### config.mk
export PLATFORM = sky130hd
export DESIGN_NAME = iil_ctrl
export DESIGN_NICKNAME = d
export VERILOG_FILES = /design/src/hdl/iil_pkg.sv /design/src/hdl/iil_ctrl.sv
export SDC_FILE = /design/constraint.sdc
export NUM_CORES = 1
export LEC_CHECK = 0
export CAP_MARGIN = 20
export CORE_AREA = 4 4 41 43
export DETAILED_ROUTE_END_ITERATION = 10
export DIE_AREA = 0 0 45 47
export DONT_BUFFER_PORTS = 1
export MAX_ROUTING_LAYER = met4
export PLACE_DENSITY = 0.3
export SLEW_MARGIN = 20
export SYNTH_ARGS = -nofsm -noshare
export SYNTH_HDL_FRONTEND = slang
export SYNTH_SLANG_ARGS = --single-unit
export TNS_END_PERCENT = 5
### constraint.sdc
create_clock -name clk -period 0.8 [get_ports clk]
set_input_delay 0.12 -clock clk [delete_from_list [all_inputs] [get_ports clk]]
set_output_delay 0.12 -clock clk [all_outputs]
set_load 0.03 [all_outputs]
### src/hdl/iil_pkg.sv
// Package for the interval index lookup: widths, item codes, item and command types.
`timescale 1ns / 1ps
`default_nettype none
package iil_pkg;

  localparam int MAX_NOTES = 65536;
  localparam int IDX_W     = $clog2(MAX_NOTES);
  localparam int CNT_W     = IDX_W + 1;
  localparam int TIME_W    = 32;
  localparam int DUR_W     = 16;
  localparam int MODE_W    = 2;
  localparam int NUM_W     = 17;

  localparam logic [MODE_W-1:0] MODE_CLEAR  = 2'd0;
  localparam logic [MODE_W-1:0] MODE_APPEND = 2'd1;
  localparam logic [MODE_W-1:0] MODE_QUERY  = 2'd2;

  typedef struct packed {
    logic [MODE_W-1:0] mode;
    logic [DUR_W-1:0]  duration;
    logic [TIME_W-1:0] time_point;
  } in_t;

  typedef struct packed {
    logic [NUM_W-1:0] note_number;
    logic             in_range;
  } out_t;

  typedef struct packed {
    logic clear;
    logic append;
    logic load;
    logic rd;
    logic upd;
    logic emit;
  } cmd_t;

endpackage
`default_nettype wire

### src/hdl/iil_ctrl.sv
// Controller state machine for the interval index lookup.
`timescale 1ns / 1ps
`default_nettype none
module iil_ctrl (
  input  wire                             clk,
  input  wire                             rst,
  input  wire                             start,
  input  wire  [iil_pkg::MODE_W-1:0]      mode,
  input  wire                             search_done,
  output logic                            busy,
  output iil_pkg::cmd_t                   cmd
);
  import iil_pkg::*;

  localparam logic [1:0] S_IDLE  = 2'd0;
  localparam logic [1:0] S_CHECK = 2'd1;
  localparam logic [1:0] S_CMP   = 2'd2;

  logic [1:0] state;
  logic [1:0] state_next;

  assign busy = (state != S_IDLE);

  always_comb begin
    state_next = state;
    cmd        = '0;
    unique case (state)
      S_IDLE: begin
        if (start) begin
          case (mode)
            MODE_CLEAR:  cmd.clear  = 1'b1;
            MODE_APPEND: cmd.append = 1'b1;
            MODE_QUERY: begin
              cmd.load   = 1'b1;
              state_next = S_CHECK;
            end
            default: ;
          endcase
        end
      end
      S_CHECK: begin
        if (search_done) begin
          cmd.emit   = 1'b1;
          state_next = S_IDLE;
        end else begin
          cmd.rd     = 1'b1;
          state_next = S_CMP;
        end
      end
      S_CMP: begin
        cmd.upd    = 1'b1;
        state_next = S_CHECK;
      end
      default: state_next = S_IDLE;
    endcase
  end

  always_ff @(posedge clk) begin
    if (rst) begin
      state <= S_IDLE;
    end else begin
      state <= state_next;
    end
  end

endmodule
`default_nettype wire

Word-level counts from Yosys, hierarchy flattened --
Index checks and enable logic that the tools add are counted.
Storage, ports and cells: RAM bits 0, output and inout port bits 7, register bits after elaboration 2, ROM bits 0, bits of input ports 6, memories 0, word-level logic and storage cells 25, bits in latches 0
Operators by class: order comparisons 0, equal/unequal tests 6, $add $sub $neg 0, reduce and logical (&&, ||, !) cells 4, divide/modulo/power cells 0, bitwise operators 0, shift-type cells 0, $mul 0, multiplexer cells 14
Operators by type and width (number):
- two-way mux 1 bit | 8
- two-way mux 2 bit | 3
- two-way mux 3 bit | 2
- one-hot mux 2 bit (3 select lines) | 1
- equality test 2 x 1 -> 1 bit (second input constant) | 2
- equality test 2 bit (second input constant) | 2
- logical NOT 2 bit | 2
- inequality test 2 x 1 -> 1 bit (second input constant) | 1
- inequality test 2 bit (second input constant) | 1
- AND reduction 2 bit | 1
- nonzero test 2 bit | 1

Longest topological paths before layout --
Gate-level depths: netlist of the first run.
depth after elaboration 4, gate-level depth with buffers 2, mapped depth without buffers 2

Worst setup path after synthesis of the first run --
Ideal clock, no wire load.
path kind reg2reg, start register state[0], end register state[1], arrival time 1006 ps, slack -266 ps, data required time 740 ps, buffers on the path 0, stages on the path, launching flop included 3, setup time 60 ps, cell sequence dfxtp_1 -> nor3b_2 -> and2b_1
On the way: word-level cells in the longest chain between the ends 3, elaborated cells on any way between the ends 7, those cells by class eq/ne (4); mux (1); reduce/logical (2)
Ends and longest elaborated chain:
- start, declared | RTL line iil_ctrl.sv:19 | logic [1:0] state;
- start signal, assigned | RTL line iil_ctrl.sv:62 | state <= state_next;
- logical NOT 2 bit | RTL line iil_ctrl.sv:27 | unique case (state)
- inequality test 2 x 1 -> 1 bit (no source line) or inequality test 2 bit (tied branches)
- AND reduction 2 bit (no source line)
Parallel ways exist; a longest one is shown, timed or not. A chain may end at the register's enable or synchronous reset.

==> qor.txt, run 1 <==
Final Hold Fails = 0
clock root buffer = clkbuf_4
setup ws final = -0.358 ns
Fmax = 863 MHz
synthesized instance count = 14
placed insts = 34
skew final = 0.00176 ns
post-route ant nets = 0
fin crit period = 1.16 ns
worst reg2reg path depth = 3
Worst Tran Pin Value = 0.255 ns
clock buffer depth = 2
Congestion Overflow GR = 0
commonest cells after routing, fill and taps aside = 3 x clkbuf_4, 3 x buf_4, 2 x inv_1, 2 x and4b_2, 2 x buf_6
Ys Warns = 0
Die W = 45 µm
DR top layer = met4
total wire length = 378 µm
met3 WL = 64 µm
Final Max Slew Viols = 0
largest net degree at the start of global routing = 5
Critical Path Sink = cmd[4]
fin area = 253 µm²
max reg flops = 2
CTS tree = built
top flop regs = state (2)
top post-synthesis cells by area = dfxtp_1 31%, and4b_1 16%, and4bb_1 9.7%
DR WL/cell = 9.95 µm
diodes inserted = 0
RSZ-0062 raised after global routing = yes
sequential cell area fraction in the yosys report = 31.1%
Post-DP Area = 200 µm²
Crit. End Element = primary output
number of global-route vias before repair = 182
setup TNS = -2.13 ns
detailed placer's ending HPWL = 298 µm
static leakage = 0.113 nW
startpoint types = register
flop2flop setup slack = -0.05 ns
outcome = finished, violations left
first-pass GRT wire length = 627 µm
Area Growth Syn to Fin = 96.1%
via count = 148
Port Buffers = 0
DR iter-0 viols = 0
count of final setup violators = 8
setup bufs post-CTS = 0
Via density = 3.89
worst skew pair latency = 0.22 ns
WS Path Type = register to primary output
synthesized cell area = 129 µm²
H-tree depth = 1
Clk pwr share = 57.6%
Yosys reg bits = 2
Syn Nets = 20
Critical R2R Capture = state[0]
met2 WL = 167 µm
Logic pwr share = 15.3%
Worst EP arrival = 1.04 ns
final std cells w/o fill = 38
Avg Inst Size Synth = 9.21 µm²
Yosys top cell by area = dfxtp_1
Largest Register = state
worst hold start = mode[1]
Slew HR = 83.0%
RD Place Congestion = 0.537
maxcap violations = 0
P_int = 0.000292 W
layout cells sized above 1 = 69.6%
Starting Density = 9.90%
VDD IR max = 396 µV
Reg power frac = 27.1%
Unique masters post-synth = 10
switching share of power = 24.0%
Met1 Wirelength = 139 µm
DRC Markers = 0
R2R Path Start = state[1]
CTS clk-pin slew, worst paths = 0.03 ns
Psw = 0.0000921 W
Hold WS = 0.0802 ns
height of the die = 47 µm
share of the synthesized area in the top cell type = 31.1%
CTS Buf Count = 3
Crit. Startpoint = state[1]
Pre-antenna DRT Iters = 1
IO Pins = 13
Worst Path Max Fanout = 4
die area = 2120 µm²
required time worst endpoint = 0.68 ns
# clock sinks = 2
fin crit share = 145%
failing checks = negative setup slack
Site Rows = 13
Placeable Area = 1300 µm²
initial antenna violation count = 0
Nets = 31
worst hold path type = input port to register
Power Dens Cells = 1520 nW/µm²
Tot GR Track Use = 5.13%
power groups by stage:
stage	combinational, W	sequential [W]	clock (W)
after floorplan	0.0000418	0.000107	0
after global placement	0.0000514	0.000107	0
after detailed placement	0.0000515	0.000107	0
after CTS	0.0000596	0.000104	0.000234
after global routing	0.0000623	0.000105	0.000260
final	0.0000588	0.000104	0.000222
through the flow:
| stage | worst slack [ns] | power [W] | utilization, % |
|---|---|---|---|
| after floorplan | -0.143 | 0.000149 | - |
| after global placement | -0.154 | 0.000159 | 15.4 |
| after detailed placement | -0.175 | 0.000159 | 15.4 |
| after CTS | -0.379 | 0.000398 | 19.4 |
| after global routing | -0.420 | 0.000426 | 19.4 |
| final | -0.358 | 0.000385 | 19.4 |
Yosys cell counts (all sizes together):
cell type and n:
nor3b 1, and3 1, nor2 2, inv 2, and2b 1, and4bb 1
and4b 2, dfxtp 2, nand3b 1, a211oi 1
cell families after synthesis:
group / Yosys count / share of synthesized area [%]
flip-flops: 2 / 31.1
buffers and inverters: 2 / 5.83
AO/OA/AOI/OAI: 1 / 5.83
AND/OR/NAND/NOR: 9 / 57.3
worst max-delay path, stage by stage (launching register included):
cell and delay [ns]:
dfxtp_2 0.34, nor2_4 0.13, and4b_2 0.34
final cells by class:
type	instances	area, µm²
multi-input combinational	10	104
tap	15	18.8
sequential	2	45.0
clock buffer	3	22.5
timing repair buffer	6	55.1
fill	156	1050
inverter	2	7.51
metal layers:
layer | track usage [%] | up-vias
met5 | - | -
met4 | 10.5 | 0
met3 | 2.30 | 2
met2 | 5.93 | 13
met1 | 4.06 | 63
li1 | - | 70
how the worst min path moves through the flow:
stage,slack (ns),cells after the start,end
6_report,0.08,2,state[0]
5_1_grt,0.07,2,state[0]
4_1_cts,0.08,2,state[0]
3_5_place_dp,0.19,1,state[0]
3_3_place_gp,0.19,1,state[0]
2_1_floorplan,0.19,1,state[0]
what timing repair did:
item / 4_1_cts / 5_1_grt
endpoints found under the hold margin: 1 / 0
hold buffers: 1 / 0
cloned: 0 / 0
gates resized for setup: 6 / 0
pin swaps: 4 / 1
endpoints found under the setup margin: 8 / 8
Power figures use the tool's default switching activity.
==> inputs of run 2 (changes only) <==
--- a/config.mk
+++ b/config.mk
@@ -16,4 +16,3 @@
 export SYNTH_ARGS = -nofsm -noshare
 export SYNTH_HDL_FRONTEND = slang
 export SYNTH_SLANG_ARGS = --single-unit
-export TNS_END_PERCENT = 5
==> run 2 against run 1 <==
  * The run still ends with negative setup slack left
  * Critical endpoint is now cmd[3]
  * Via count is 6.8% higher
  * Routed wire length is 2.9% higher
  * Sequential share of layout area is 1.6 points lower
  * Largest power group unchanged
  * Largest cell class unchanged
==> qor.txt, run 2 (same netlist as run 1, synthesis figures left out) <==
outcome = finished, violations left
CTS clk-pin slew, worst paths = 0.03 ns
fin crit share = 146%
Worst EP arrival = 1.05 ns
Crit. End Element = primary output
crit path cell chain = nor2_4, and4b_2
Placeable Area = 1300 µm²
Final Hold Fails = 0
Die W = 45 µm
CP bufs+invs = 0
VDD IR max = 367 µV
initial antenna violation count = 0
height of the die = 47 µm
maxcap violations = 0
slowest stage cell on the critical path = dfxtp_4
placed insts = 32
number of global-route vias before repair = 184
startpoint types = register
fin crit period = 1.17 ns
Congestion Overflow GR = 0
IO Pins = 13
Via density = 3.95
Final Core Density = 22.5%
Worst Path Max Fanout = 4
Slew HR = 87.5%
Site Rows = 13
via count = 158
Final Max Slew Viols = 0
CP top delay family = simple AND/OR/NAND/NOR gates
layout cells sized above 1 = 84.0%
WS Path Type = register to primary output
required time worst endpoint = 0.68 ns
# clock sinks = 2
diodes inserted = 0
detailed placer's ending HPWL = 298 µm
largest net degree at the start of global routing = 5
Worst Tran Pin Value = 0.188 ns
RSZ-0062 raised after global routing = yes
Power Dens Cells = 1340 nW/µm²
RD Place Congestion = 0.553
Nets = 33
Tot GR Track Use = 4.72%
DRC Markers = 0
post-place setup slack = -0.174 ns
H-tree depth = 1
Pre-antenna DRT Iters = 1
clock buffer depth = 2
Starting Density = 9.90%
DR iter-0 viols = 0
CTS Buf Count = 3
skew final = 0.000953 ns
final std cells w/o fill = 40
CTS tree = built
count of final setup violators = 8
worst skew pair latency = 0.22 ns
first-pass GRT wire length = 607 µm
post-route ant nets = 0
max reg flops = 2
commonest non-fill, non-tap cell in the layout = buf_6
Largest Register = state
clock root buffer = clkbuf_4
DR WL/cell = 9.73 µm
Hold WS = 0.0630 ns
Area Growth Syn to Fin = 127%
commonest cells after routing, fill and taps aside = 4 x buf_6, 3 x clkbuf_4, 3 x buf_4
Worst path max stage delay = 0.35 ns
worst hold path type = input port to register
final-layout fill cell count = 155
Port Buffers = 0
static leakage = 0.120 nW
top flop regs = state (2)
Fmax = 857 MHz
setup ws final = -0.367 ns
die area = 2120 µm²
total wire length = 389 µm
failing checks = negative setup slack
[run 2: changes by cell type in the layout (fill, tap and decap cells not counted)]
cell	delta
dfxtp_4	+1
dfxtp_2	-1
inv_1	-2
buf_6	+2
and3_4	+1
nor2_4	+1
nor2_2	-1
and3_1	-1
inv_4	+2
[run 2: power by group]
part / leakage, nW / internal (W) / switching [W]
Sequential: 0.0178 / 0.0000978 / 0.00000371
Combinational: 0.0885 / 0.0000350 / 0.0000361
Clock: 0.0138 / 0.000165 / 0.0000556
Total: 0.120 / 0.000298 / 0.0000954
[run 2: worst reg2reg max path, delay by kind of cell, from the launching register on]
kind | cells | cell delay, ns
AND/OR/NAND/NOR | 2 | 0.32
flip-flops | 1 | 0.35
buffers and inverters | 1 | 0.14
[run 2: final timing paths]
path | startpoint | end | slack (ns) | cells past startpoint
setup reg to reg | state[1] | state[1] | -0.07 | 3
hold / removal | mode[1] | state[0] | 0.06 | 2
hold reg to reg | state[0] | state[0] | 0.45 | 1
setup / recovery | state[0] | cmd[3] | -0.37 | 2
[run 2: cell type report]
cell class              instances  area (µm²)  share of cell area (%)
multi-input cells              10         114                    38.9
repair buffers                  8        77.6                    26.5
well taps                      15        18.8                    6.41
inverters                       2        12.5                    4.27
flip-flops and latches          2        47.5                    16.2
clock buffers                   3        22.5                    7.69
[run 2: through the flow]
| stage | setup TNS (ns) | instance area (µm²) | power, W |
|---|---|---|---|
| after floorplan | -0.593 | 149 | 0.000151 |
| after global placement | -0.621 | 190 | 0.000159 |
| after detailed placement | -0.737 | 190 | 0.000159 |
| after CTS | -2.22 | 260 | 0.000408 |
| after global routing | -2.62 | 293 | 0.000421 |
| final | -2.29 | 293 | 0.000393 |
[run 2: timing repair]
action	CTS	global route
resized for setup	8	6
endpoints found under the hold margin	1	0
cloned	0	0
buffers inserted	2	2
pin swaps	4	3
setup endpoints to repair	8	8
hold buffers	1	0
[run 2: per-layer routing]
layer | vias up | wire, µm | part of all wire (%) | global-route usage, %
met5 | - | 0 | 0 | -
met4 | 0 | 0 | 0 | 8.77
met3 | 0 | 62 | 16 | 3.07
met2 | 12 | 185 | 48 | 5.93
met1 | 70 | 141 | 36 | 3.16
li1 | 76 | - | - | -
==> inputs of run 3 (changes only) <==
--- a/config.mk
+++ b/config.mk
@@ -7,6 +7,7 @@
 export LEC_CHECK = 0
 export CAP_MARGIN = 20
 export CORE_AREA = 4 4 41 43
+export CTS_BUF_LIST = sky130_fd_sc_hd__clkbuf_8
 export DETAILED_ROUTE_END_ITERATION = 10
 export DIE_AREA = 0 0 45 47
 export DONT_BUFFER_PORTS = 1
==> run 3 against run 2 <==
  * The run still ends with negative setup slack left
  * Routed wire length is 1.8% higher
  * Non-clock buffer count stayed put
  * Largest cell class unchanged
  * Global-route usage is 0.081 points higher
  * Clock power is 77% higher
  * Core utilization is 1.4 points higher
  * Clock-buffer cell count stayed put
  * Worst setup slack better by 0.015 ns
  * Combinational power hardly changed
  * Final area is 6.4% higher
  * First-iteration DRC count stayed put
  * Maximum frequency is 1.3% higher
  * Register-to-register slack hardly changed
==> qor.txt, run 3 (same netlist as run 1, synthesis figures left out) <==
H-tree depth = 1
Die W = 45 µm
max reg flops = 2
Area Growth Syn to Fin = 142%
worst hold path type = input port to register
count of final setup violators = 8
Via density = 3.93
IO Pins = 13
first-pass GRT wire length = 607 µm
Pre-antenna DRT Iters = 1
post-place setup slack = -0.174 ns
startpoint types = register
skew final = 0.000963 ns
CTS clk-pin slew, worst paths = 0.03 ns
Slew HR = 87.5%
fin crit share = 144%
DR WL/cell = 9.90 µm
Congestion Overflow GR = 0
total wire length = 396 µm
worst skew pair latency = 0.21 ns
required time worst endpoint = 0.68 ns
# clock sinks = 2
static leakage = 0.128 nW
largest net degree at the start of global routing = 5
number of global-route vias before repair = 173
diodes inserted = 0
setup ws final = -0.352 ns
height of the die = 47 µm
DR iter-0 viols = 0
failing checks = negative setup slack
outcome = finished, violations left
VDD IR max = 545 µV
Worst path max stage delay = 0.35 ns
Power Dens Cells = 1810 nW/µm²
DRC Markers = 0
flop2flop setup slack = -0.07 ns
Hold WS = 0.0784 ns
die area = 2120 µm²
slowest stage cell on the critical path = dfxtp_4
top flop regs = state (2)
Worst EP arrival = 1.03 ns
initial antenna violation count = 0
fin crit period = 1.15 ns
Fmax = 868 MHz
clock buffer depth = 2
Tot GR Track Use = 4.80%
commonest cells after routing, fill and taps aside = 4 x buf_6, 3 x clkbuf_8, 3 x buf_4
commonest non-fill, non-tap cell in the layout = buf_6
Site Rows = 13
CTS Buf Count = 3
RD Place Congestion = 0.553
Starting Density = 9.90%
CP top delay family = simple AND/OR/NAND/NOR gates
CTS tree = built
maxcap violations = 0
Placeable Area = 1300 µm²
layout cells sized above 1 = 84.0%
post-route ant nets = 0
Nets = 33
Crit. End Element = primary output
via count = 157
Port Buffers = 0
WS Path Type = register to primary output
RSZ-0062 raised after global routing = yes
Final Hold Fails = 0
crit path cell chain = nor2_4, and4b_2
Largest Register = state
CP bufs+invs = 0
Worst Tran Pin Value = 0.188 ns
Final Max Slew Viols = 0
detailed placer's ending HPWL = 298 µm
clock root buffer = clkbuf_8
Worst Path Max Fanout = 4
[run 3: changes by cell type in the layout (fill, tap and decap cells not counted)]
cell	before	now
clkbuf_4	3	0
clkbuf_8	0	3
[run 3: worst paths after layout]
path,start,depth (start not counted),to
hold reg to reg,state[0],1,state[0]
setup reg to reg,state[1],3,state[1]
setup / recovery,state[0],2,cmd[3]
hold / removal,mode[1],2,state[0]
[run 3: power breakdown]
| part | internal [W] | switching, W |
|---|---|---|
| Combinational | 0.0000350 | 0.0000362 |
| Sequential | 0.0000979 | 0.00000370 |
| Clock | 0.000318 | 0.0000732 |
[run 3: layout make-up]
type,count,area [µm²]
flip-flops and latches,2,47.5
fillers,153,990
multi-input cells,10,114
inverters,2,12.5
clock buffers,3,41.3
well taps,15,18.8
repair buffers,8,77.6
[run 3: timing repair]
| item | in CTS | in global routing |
|---|---|---|
| resized for setup | 8 | 6 |
| endpoints found under the hold margin | 1 | 0 |
| hold buffers | 1 | 0 |
| buffers inserted | 2 | 2 |
| setup endpoints to repair | 8 | 8 |
| pin swaps | 4 | 3 |
[run 3: layer usage]
metal	vias up	share of wire (%)	GRT usage, %
met5	-	0	-
met4	0	0	8.77
met3	0	16	3.07
met2	12	49	5.93
met1	70	35	3.39
li1	75	-	-
[run 3: metrics by stage]
step / utilization (%) / power, W / area [µm²] / TNS, ns / instances
finish: 23.9 / 0.000564 / 312 / -2.17 / 40
floorplan: - / 0.000151 / 149 / -0.593 / 14
global route: 23.9 / 0.000594 / 312 / -2.47 / 40
detailed placement: 14.6 / 0.000159 / 190 / -0.737 / 32
CTS: 21.4 / 0.000576 / 279 / -2.07 / 38
global placement: 14.6 / 0.000159 / 190 / -0.621 / 32
